## src/rtl/core/bdq_pkg.sv

```systemverilog
// shared types, codes and constants for the bounded deque
package bdq_pkg;

    localparam int DEPTH_DEFAULT = 64;
    localparam int ACTION_W      = 3;
    localparam int VALUE_W       = 32;
    localparam int STATUS_W      = 2;

    typedef logic [ACTION_W-1:0]        action_t;
    typedef logic signed [VALUE_W-1:0]  value_t;
    typedef logic [STATUS_W-1:0]        status_t;

    localparam action_t ACT_PUSH_FRONT = 3'd0;
    localparam action_t ACT_PUSH_BACK  = 3'd1;
    localparam action_t ACT_POP_FRONT  = 3'd2;
    localparam action_t ACT_POP_BACK   = 3'd3;
    localparam action_t ACT_LIST_FWD   = 3'd4;
    localparam action_t ACT_LIST_BWD   = 3'd5;

    localparam status_t ST_DONE  = 2'd0;
    localparam status_t ST_EMPTY = 2'd1;
    localparam status_t ST_FULL  = 2'd2;

    // commands from the controller to the datapath
    typedef struct packed {
        logic do_push;
        logic do_pop;
        logic at_front;
        logic list_empty;
        logic list_start;
        logic list_read;
        logic list_load;
    } bdq_cmd_t;

    // status from the datapath to the controller
    typedef struct packed {
        logic empty;
        logic out_free;
        logic list_last;
    } bdq_stat_t;

endpackage

```

## src/rtl/core/bdq_ram.sv

```systemverilog
// generic single-write, single-read ram with registered read data
module bdq_ram #(
    parameter int WIDTH = 32,
    parameter int DEPTH = 64
) (
    input  logic                     clk,
    input  logic                     we,
    input  logic [$clog2(DEPTH)-1:0] waddr,
    input  logic [WIDTH-1:0]         wdata,
    input  logic                     re,
    input  logic [$clog2(DEPTH)-1:0] raddr,
    output logic [WIDTH-1:0]         rdata
);

    logic [WIDTH-1:0] mem [DEPTH];
    logic [WIDTH-1:0] rdata_reg;

    always_ff @(posedge clk)
    begin
        if (we)
        begin
            mem[waddr] <= wdata;
        end
        if (re)
        begin
            rdata_reg <= mem[raddr];
        end
    end

    assign rdata = rdata_reg;

endmodule

```

## src/rtl/core/bdq_ctrl.sv

```systemverilog
// controller: input handshake, action decode and listing sequencer
module bdq_ctrl (
    input  logic               clk,
    input  logic               rst_n,
    input  logic               in_valid,
    output logic               in_ready,
    input  bdq_pkg::action_t   action,
    input  bdq_pkg::bdq_stat_t stat,
    output bdq_pkg::bdq_cmd_t  cmd
);
    import bdq_pkg::*;

    localparam logic [1:0] S_IDLE = 2'd0;
    localparam logic [1:0] S_LRD  = 2'd1;
    localparam logic [1:0] S_LLD  = 2'd2;

    logic [1:0] state_reg;
    logic [1:0] state_next;
    logic       accept;

    assign in_ready = (state_reg == S_IDLE) && stat.out_free;
    assign accept   = in_valid && in_ready;

    always_comb
    begin
        cmd        = '0;
        state_next = state_reg;
        case (state_reg)
            S_IDLE:
            begin
                if (accept)
                begin
                    case (action) inside
                        ACT_PUSH_FRONT, ACT_PUSH_BACK:
                        begin
                            cmd.do_push  = 1'b1;
                            cmd.at_front = (action == ACT_PUSH_FRONT);
                        end
                        ACT_POP_FRONT, ACT_POP_BACK:
                        begin
                            cmd.do_pop   = 1'b1;
                            cmd.at_front = (action == ACT_POP_FRONT);
                        end
                        ACT_LIST_FWD, ACT_LIST_BWD:
                        begin
                            cmd.at_front = (action == ACT_LIST_FWD);
                            if (stat.empty)
                            begin
                                cmd.list_empty = 1'b1;
                            end
                            else
                            begin
                                cmd.list_start = 1'b1;
                                state_next     = S_LRD;
                            end
                        end
                        default:
                        begin
                            // unused codes are taken and dropped
                        end
                    endcase
                end
            end
            S_LRD:
            begin
                cmd.list_read = 1'b1;
                state_next    = S_LLD;
            end
            S_LLD:
            begin
                // read data holds until the output slot frees up
                if (stat.out_free)
                begin
                    cmd.list_load = 1'b1;
                    state_next    = stat.list_last ? S_IDLE : S_LRD;
                end
            end
            default:
            begin
                state_next = S_IDLE;
            end
        endcase
    end

    always_ff @(posedge clk or negedge rst_n)
    begin
        if (!rst_n)
        begin
            state_reg <= S_IDLE;
        end
        else
        begin
            state_reg <= state_next;
        end
    end

endmodule

```

## src/rtl/core/bdq_dp.sv

```systemverilog
// datapath: front pointer, count, entry store, list index and output register
module bdq_dp #(
    parameter int DEPTH = bdq_pkg::DEPTH_DEFAULT
) (
    input  logic               clk,
    input  logic               rst_n,
    input  bdq_pkg::value_t    value,
    input  bdq_pkg::bdq_cmd_t  cmd,
    output bdq_pkg::bdq_stat_t stat,
    output logic               out_valid,
    input  logic               out_ready,
    output bdq_pkg::value_t    entry,
    output bdq_pkg::status_t   status,
    output logic               last
);
    import bdq_pkg::*;

    localparam int AW = $clog2(DEPTH);
    localparam int CW = $clog2(DEPTH + 1);
    localparam logic [AW:0]   DEPTH_W = (AW+1)'(DEPTH);
    localparam logic [AW-1:0] TOP_PTR = AW'(DEPTH - 1);
    localparam logic [CW-1:0] FULL_CNT = CW'(DEPTH);

    logic [AW-1:0] front_reg, front_next;
    logic [CW-1:0] count_reg, count_next;
    logic [AW-1:0] idx_reg, idx_next;
    logic          dir_back_reg, dir_back_next;
    logic          out_valid_reg, out_valid_next;
    value_t        entry_reg, entry_next;
    status_t       status_reg, status_next;
    logic          last_reg, last_next;

    logic          empty;
    logic          full;
    logic [AW-1:0] front_dec;
    logic [AW-1:0] front_inc;
    logic [AW:0]   back_sum;
    logic [AW-1:0] back_slot;
    logic [AW-1:0] list_off;
    logic [AW:0]   list_sum;
    logic [AW-1:0] list_slot;
    logic          ram_we;
    logic [AW-1:0] ram_waddr;
    logic [VALUE_W-1:0] ram_rdata;
    logic          load;

    assign empty = (count_reg == '0);
    assign full  = (count_reg == FULL_CNT);

    // circular pointer arithmetic, every sum stays below twice the depth
    assign front_dec = (front_reg == '0) ? TOP_PTR : front_reg - AW'(1);
    assign front_inc = (front_reg == TOP_PTR) ? '0 : front_reg + AW'(1);
    assign back_sum  = {1'b0, front_reg} + (AW+1)'(count_reg);
    assign back_slot = (back_sum >= DEPTH_W) ? AW'(back_sum - DEPTH_W) : back_sum[AW-1:0];

    assign list_off  = dir_back_reg ? AW'(count_reg - CW'(1) - CW'(idx_reg)) : idx_reg;
    assign list_sum  = {1'b0, front_reg} + {1'b0, list_off};
    assign list_slot = (list_sum >= DEPTH_W) ? AW'(list_sum - DEPTH_W) : list_sum[AW-1:0];

    assign ram_we    = cmd.do_push && !full;
    assign ram_waddr = cmd.at_front ? front_dec : back_slot;

    bdq_ram #(
        .WIDTH (VALUE_W),
        .DEPTH (DEPTH)
    ) u_store (
        .clk   (clk),
        .we    (ram_we),
        .waddr (ram_waddr),
        .wdata (value),
        .re    (cmd.list_read),
        .raddr (list_slot),
        .rdata (ram_rdata)
    );

    assign stat.empty     = empty;
    assign stat.out_free  = !out_valid_reg || out_ready;
    assign stat.list_last = ((CW'(idx_reg) + CW'(1)) == count_reg);

    assign load = cmd.do_push || cmd.do_pop || cmd.list_empty || cmd.list_load;

    always_comb
    begin
        front_next    = front_reg;
        count_next    = count_reg;
        idx_next      = idx_reg;
        dir_back_next = dir_back_reg;
        entry_next    = entry_reg;
        status_next   = status_reg;
        last_next     = last_reg;

        if (cmd.do_push)
        begin
            entry_next = '0;
            last_next  = 1'b1;
            if (full)
            begin
                status_next = ST_FULL;
            end
            else
            begin
                status_next = ST_DONE;
                count_next  = count_reg + CW'(1);
                if (cmd.at_front)
                begin
                    front_next = front_dec;
                end
            end
        end

        if (cmd.do_pop)
        begin
            entry_next = '0;
            last_next  = 1'b1;
            if (empty)
            begin
                status_next = ST_EMPTY;
            end
            else
            begin
                status_next = ST_DONE;
                count_next  = count_reg - CW'(1);
                if (cmd.at_front)
                begin
                    front_next = front_inc;
                end
            end
        end

        if (cmd.list_empty)
        begin
            entry_next  = '0;
            status_next = ST_EMPTY;
            last_next   = 1'b1;
        end

        if (cmd.list_start)
        begin
            idx_next      = '0;
            dir_back_next = !cmd.at_front;
        end

        if (cmd.list_load)
        begin
            entry_next  = value_t'(ram_rdata);
            status_next = ST_DONE;
            last_next   = stat.list_last;
            idx_next    = idx_reg + AW'(1);
        end

        if (load)
        begin
            out_valid_next = 1'b1;
        end
        else if (out_ready)
        begin
            out_valid_next = 1'b0;
        end
        else
        begin
            out_valid_next = out_valid_reg;
        end
    end

    always_ff @(posedge clk or negedge rst_n)
    begin
        if (!rst_n)
        begin
            front_reg     <= '0;
            count_reg     <= '0;
            out_valid_reg <= 1'b0;
        end
        else
        begin
            front_reg     <= front_next;
            count_reg     <= count_next;
            out_valid_reg <= out_valid_next;
        end
    end

    always_ff @(posedge clk)
    begin
        idx_reg      <= idx_next;
        dir_back_reg <= dir_back_next;
        entry_reg    <= entry_next;
        status_reg   <= status_next;
        last_reg     <= last_next;
    end

    assign out_valid = out_valid_reg;
    assign entry     = entry_reg;
    assign status    = status_reg;
    assign last      = last_reg;

endmodule

```

## src/rtl/core/bounded_deque_with_listing.sv

```systemverilog
// top level of the bounded deque: controller plus datapath
// push, pop and empty listing: one beat in, one result beat out in the cycle after acceptance.
// a listing of n entries gives n beats, each a store read, then the output register
// load once the output slot is free; in_ready stays low until the last beat is loaded.
// a new beat is taken in the cycle the pending result leaves the output register.
// reset clears front pointer, count and output valid; the entry store is not cleared.
module bounded_deque_with_listing #(
    parameter int DEPTH = bdq_pkg::DEPTH_DEFAULT
) (
    input  logic             clk,
    input  logic             rst_n,
    input  logic             in_valid,
    output logic             in_ready,
    input  bdq_pkg::action_t action,
    input  bdq_pkg::value_t  value,
    output logic             out_valid,
    input  logic             out_ready,
    output bdq_pkg::value_t  entry,
    output bdq_pkg::status_t status,
    output logic             last
);
    import bdq_pkg::*;

    bdq_cmd_t  cmd;
    bdq_stat_t stat;

    bdq_ctrl u_ctrl (
        .clk      (clk),
        .rst_n    (rst_n),
        .in_valid (in_valid),
        .in_ready (in_ready),
        .action   (action),
        .stat     (stat),
        .cmd      (cmd)
    );

    bdq_dp #(
        .DEPTH (DEPTH)
    ) u_dp (
        .clk       (clk),
        .rst_n     (rst_n),
        .value     (value),
        .cmd       (cmd),
        .stat      (stat),
        .out_valid (out_valid),
        .out_ready (out_ready),
        .entry     (entry),
        .status    (status),
        .last      (last)
    );

endmodule

```

## config.mk

```make
export PLATFORM = sky130hd
export DESIGN_NAME = bounded_deque_with_listing
export DESIGN_NICKNAME = d
export VERILOG_FILES = /design/src/rtl/core/bdq_pkg.sv /design/src/rtl/core/bdq_ram.sv /design/src/rtl/core/bdq_ctrl.sv /design/src/rtl/core/bdq_dp.sv /design/src/rtl/core/bounded_deque_with_listing.sv
export SDC_FILE = /design/constraint.sdc
export NUM_CORES = 2
export LEC_CHECK = 0
export ABC_CLOCK_PERIOD_IN_PS = 5200
export BUFFER_PORTS_ARGS = -buffer_cell sky130_fd_sc_hd__clkbuf_2
export CORE_MARGIN = 8
export CORE_UTILIZATION = 40
export CTS_BUF_LIST = sky130_fd_sc_hd__clkbuf_8
export DETAILED_ROUTE_END_ITERATION = 16
export GPL_TIMING_DRIVEN = 0
export PLACE_DENSITY = 0.53
export SLEW_MARGIN = 10
export SYNTH_ARGS = -nofsm -noshare
export SYNTH_HDL_FRONTEND = slang
export SYNTH_SLANG_ARGS = --single-unit
```

## constraint.sdc

```tcl
create_clock -name clk -period 5.2 [get_ports clk]
set_input_delay 1.04 -clock clk [delete_from_list [all_inputs] [get_ports clk]]
set_output_delay 1.04 -clock clk [all_outputs]
set_load 0.02 [all_outputs]
```

==> reports/results.ini <==
[final_layout]
nNetsFinal = 4796
largest_reg_flops = 2048
drive_above_1_share = 0.328
fin_cells = 7709
finish.utilization = 0.474
syn2layout_area_growth_pct = 18.0
fill_cells = 17219

[clocking]
cts_inserted_buffers = 362
cts_tree = built
root_buffer = clkbuf_8
worstSkewPairLatency_ns = 1.09
cts_buffer_depth = 4
h-tree-depth = 5
cts_sinks = 2138
clk_pin_slew_ns = 0.06

[timing]
hold_ws_ns = 0.210
max_freq_mhz = 197
slew_headroom = 0.153
worst_slew_pin_slew_ns = 1.27
setup_viol_count_final = 0
rsz0062_at_grt = yes
period_needed_ns = 5.07
finalCritPeriodShare = 0.975
finalMaxSlewViolations = 0
finClkSkew_ns = 0.0687
fin_ws_ns = 0.129
finalHoldViolCount = 0

[routing]
routed_wl_um = 228000
drc = 0
drt_iter0_markers = 4075
vias = 42559
drt_pass1_iterations = 5
viasPerCell = 5.52
wire_per_inst_um = 29.5
ant_nets = 0

[floorplan]
num_rows = 167
dieArea_um2 = 222000
core_um2 = 207000
ios = 76
start_util = 0.402
die_y_um = 472
die_x_um = 472

[worst_setup_path]
arrival_ns = 5.84
critPathKind = flop to flop
required_ns = 5.97
path_common_cell = mux2i_1
crit_buf_inv = 5
crit_path_cell_trace = inv_2 -> ha_1 -> inv_1 -> fa_1 -> nand2_1 -> o21ai_0 -> fa_2 -> buf_12 -> clkbuf_4 -> clkbuf_2 -> mux4_2 -> mux2i_1 -> a32oi_4 -> o221ai_1 -> mux2i_1
critPathLaunchType = flop
cp_top_family = adder cells
cp_max_fo = 10
worst_path_max_delay_cell = fa_2
crit_path_end_kind = flop
cpPeakStageDelay_ns = 0.64

[placed_design]
hpwl_um = 156000
place_congestion = 0.808
io_buffer_count = 75
dp_slack_ns = -2.22
dp.cells = 7067

[outcome]
status = complete, no violations

[logic_synthesis]
synthCells = 4000
syn_area_per_cell_um2 = 20.8
synth-async-reset-ratio = 0.00748
yosysSeqAreaShare = 0.772
syn_nets = 4064
ys_seq_elements = 2138
synthFlopType = edfxtp_1
synth_edf_count = 2120
netlist_area_um2 = 83100
synth.distinct_cells = 69
yosys_warnings = 0

[global_route]
antenna_found_initial = 16
gr-usage-all-layers = 0.202
grt_pass1_wl_um = 324000
grt_max_degree = 65
grt_pass1_vias = 44092
gr-total-overflow = 0

[hold_path]
hold_path_class = input port to flop

[job]
max_cap_violations = 0

## through the flow
| stage | area [um2] | TNS, ns |
|---|---|---|
| finish | 98000 | 0 |
| global route | 98000 | -0.0227 |
| CTS | 97800 | 0 |
| detailed placement | 90100 | -53.16 |
| global placement | 86800 | -6192.17 |
| floorplan | 83100 | 0 |
## cell families (layout without fill, tap and decap cells)
logic type / after synthesis / count (layout) / synth area share
other: 0 / 12 / 0
adders and majority gates: 25 / 25 / 0.00404
AOI/OAI and AO/OA: 219 / 219 / 0.0209
and+or+nand+nor: 742 / 742 / 0.0376
DFF: 2138 / 2138 / 0.772
buffers and inverters: 239 / 1232 / 0.0120
xor gates and xnor gates: 25 / 25 / 0.00264
muxes: 612 / 612 / 0.151
## Yosys cell counts, drive strengths merged (22+ instances only)
cell    number  area (um2)
a21oi       23         115
a32oi       65         588
and2        37         231
buf         89         434
clkbuf     129         484
edfxtp    2120       63700
ha          22         275
mux2i       99         995
mux4       512       11500
nand2      356        1340
nor2       219         822
nor3        78         390
o221ai      64         561
## final timing paths
path                       cells past startpoint              startpoint  slack, ns                        to
setup / recovery                              15       u_dp.count_reg[1]       0.13    u_dp.u_store.rdata[25]
hold / removal                                 1               value[24]       0.21  u_dp.u_store.mem[58][24]
setup reg to reg                              15       u_dp.count_reg[1]       0.13    u_dp.u_store.rdata[25]
hold reg to reg                                1  u_dp.u_store.rdata[30]       0.50            u_dp.entry[30]
max in group asynchronous                      2                   rst_n       4.39         u_dp.count_reg[0]
min in group asynchronous                      2                   rst_n       0.44            u_dp.out_valid
## repair_timing
action,4_1_cts,5_1_grt
pin swaps,10,8
cloned,0,0
setup buffers,4,2
setup endpoints to repair,32,32
hold buffers,1,0
resized for setup,265,37
endpoints found under the hold margin,16,0
## cells in the final DEF (no fill, tap or decap), types with 22 or more instances in the layout
master	count
nand2_1	356
buf_6	71
inv_1	145
o221ai_1	26
clkbuf_1	54
nor3_2	64
clkbuf_2	95
and2_1	36
mux2i_1	93
edfxtp_1	2120
clkbuf_8	372
clkinv_2	28
mux4_2	512
buf_2	77
buf_4	201
nor2_1	218
clkinv_1	82
ha_1	22
clkbuf_4	50
a32oi_4	30
## cell type report
cell class	instances	area, um2	share of cell area
repair buffers	370	3370	0.0344
plain buffers	216	1100	0.0112
clock inverters	253	1210	0.0124
multi-input cells	1623	19600	0.200
well taps	2704	3380	0.0345
inverters	21	78.8	0.000805
diodes	12	30.0	0.000307
clock buffers	372	5120	0.0523
flip-flops and latches	2138	64100	0.654
## layer usage
metal  vias to the layer above  track usage  share of wire
met2                      1404        0.334           0.49
met1                     22733        0.270           0.42
li1                      18062            -              -
met5                         -            0       0.000079
met4                         4       0.0565          0.024
met3                       356       0.0445          0.066
Power is not shown: default switching activity piles up to over one toggle a cycle in this logic, so the estimate is an artifact.
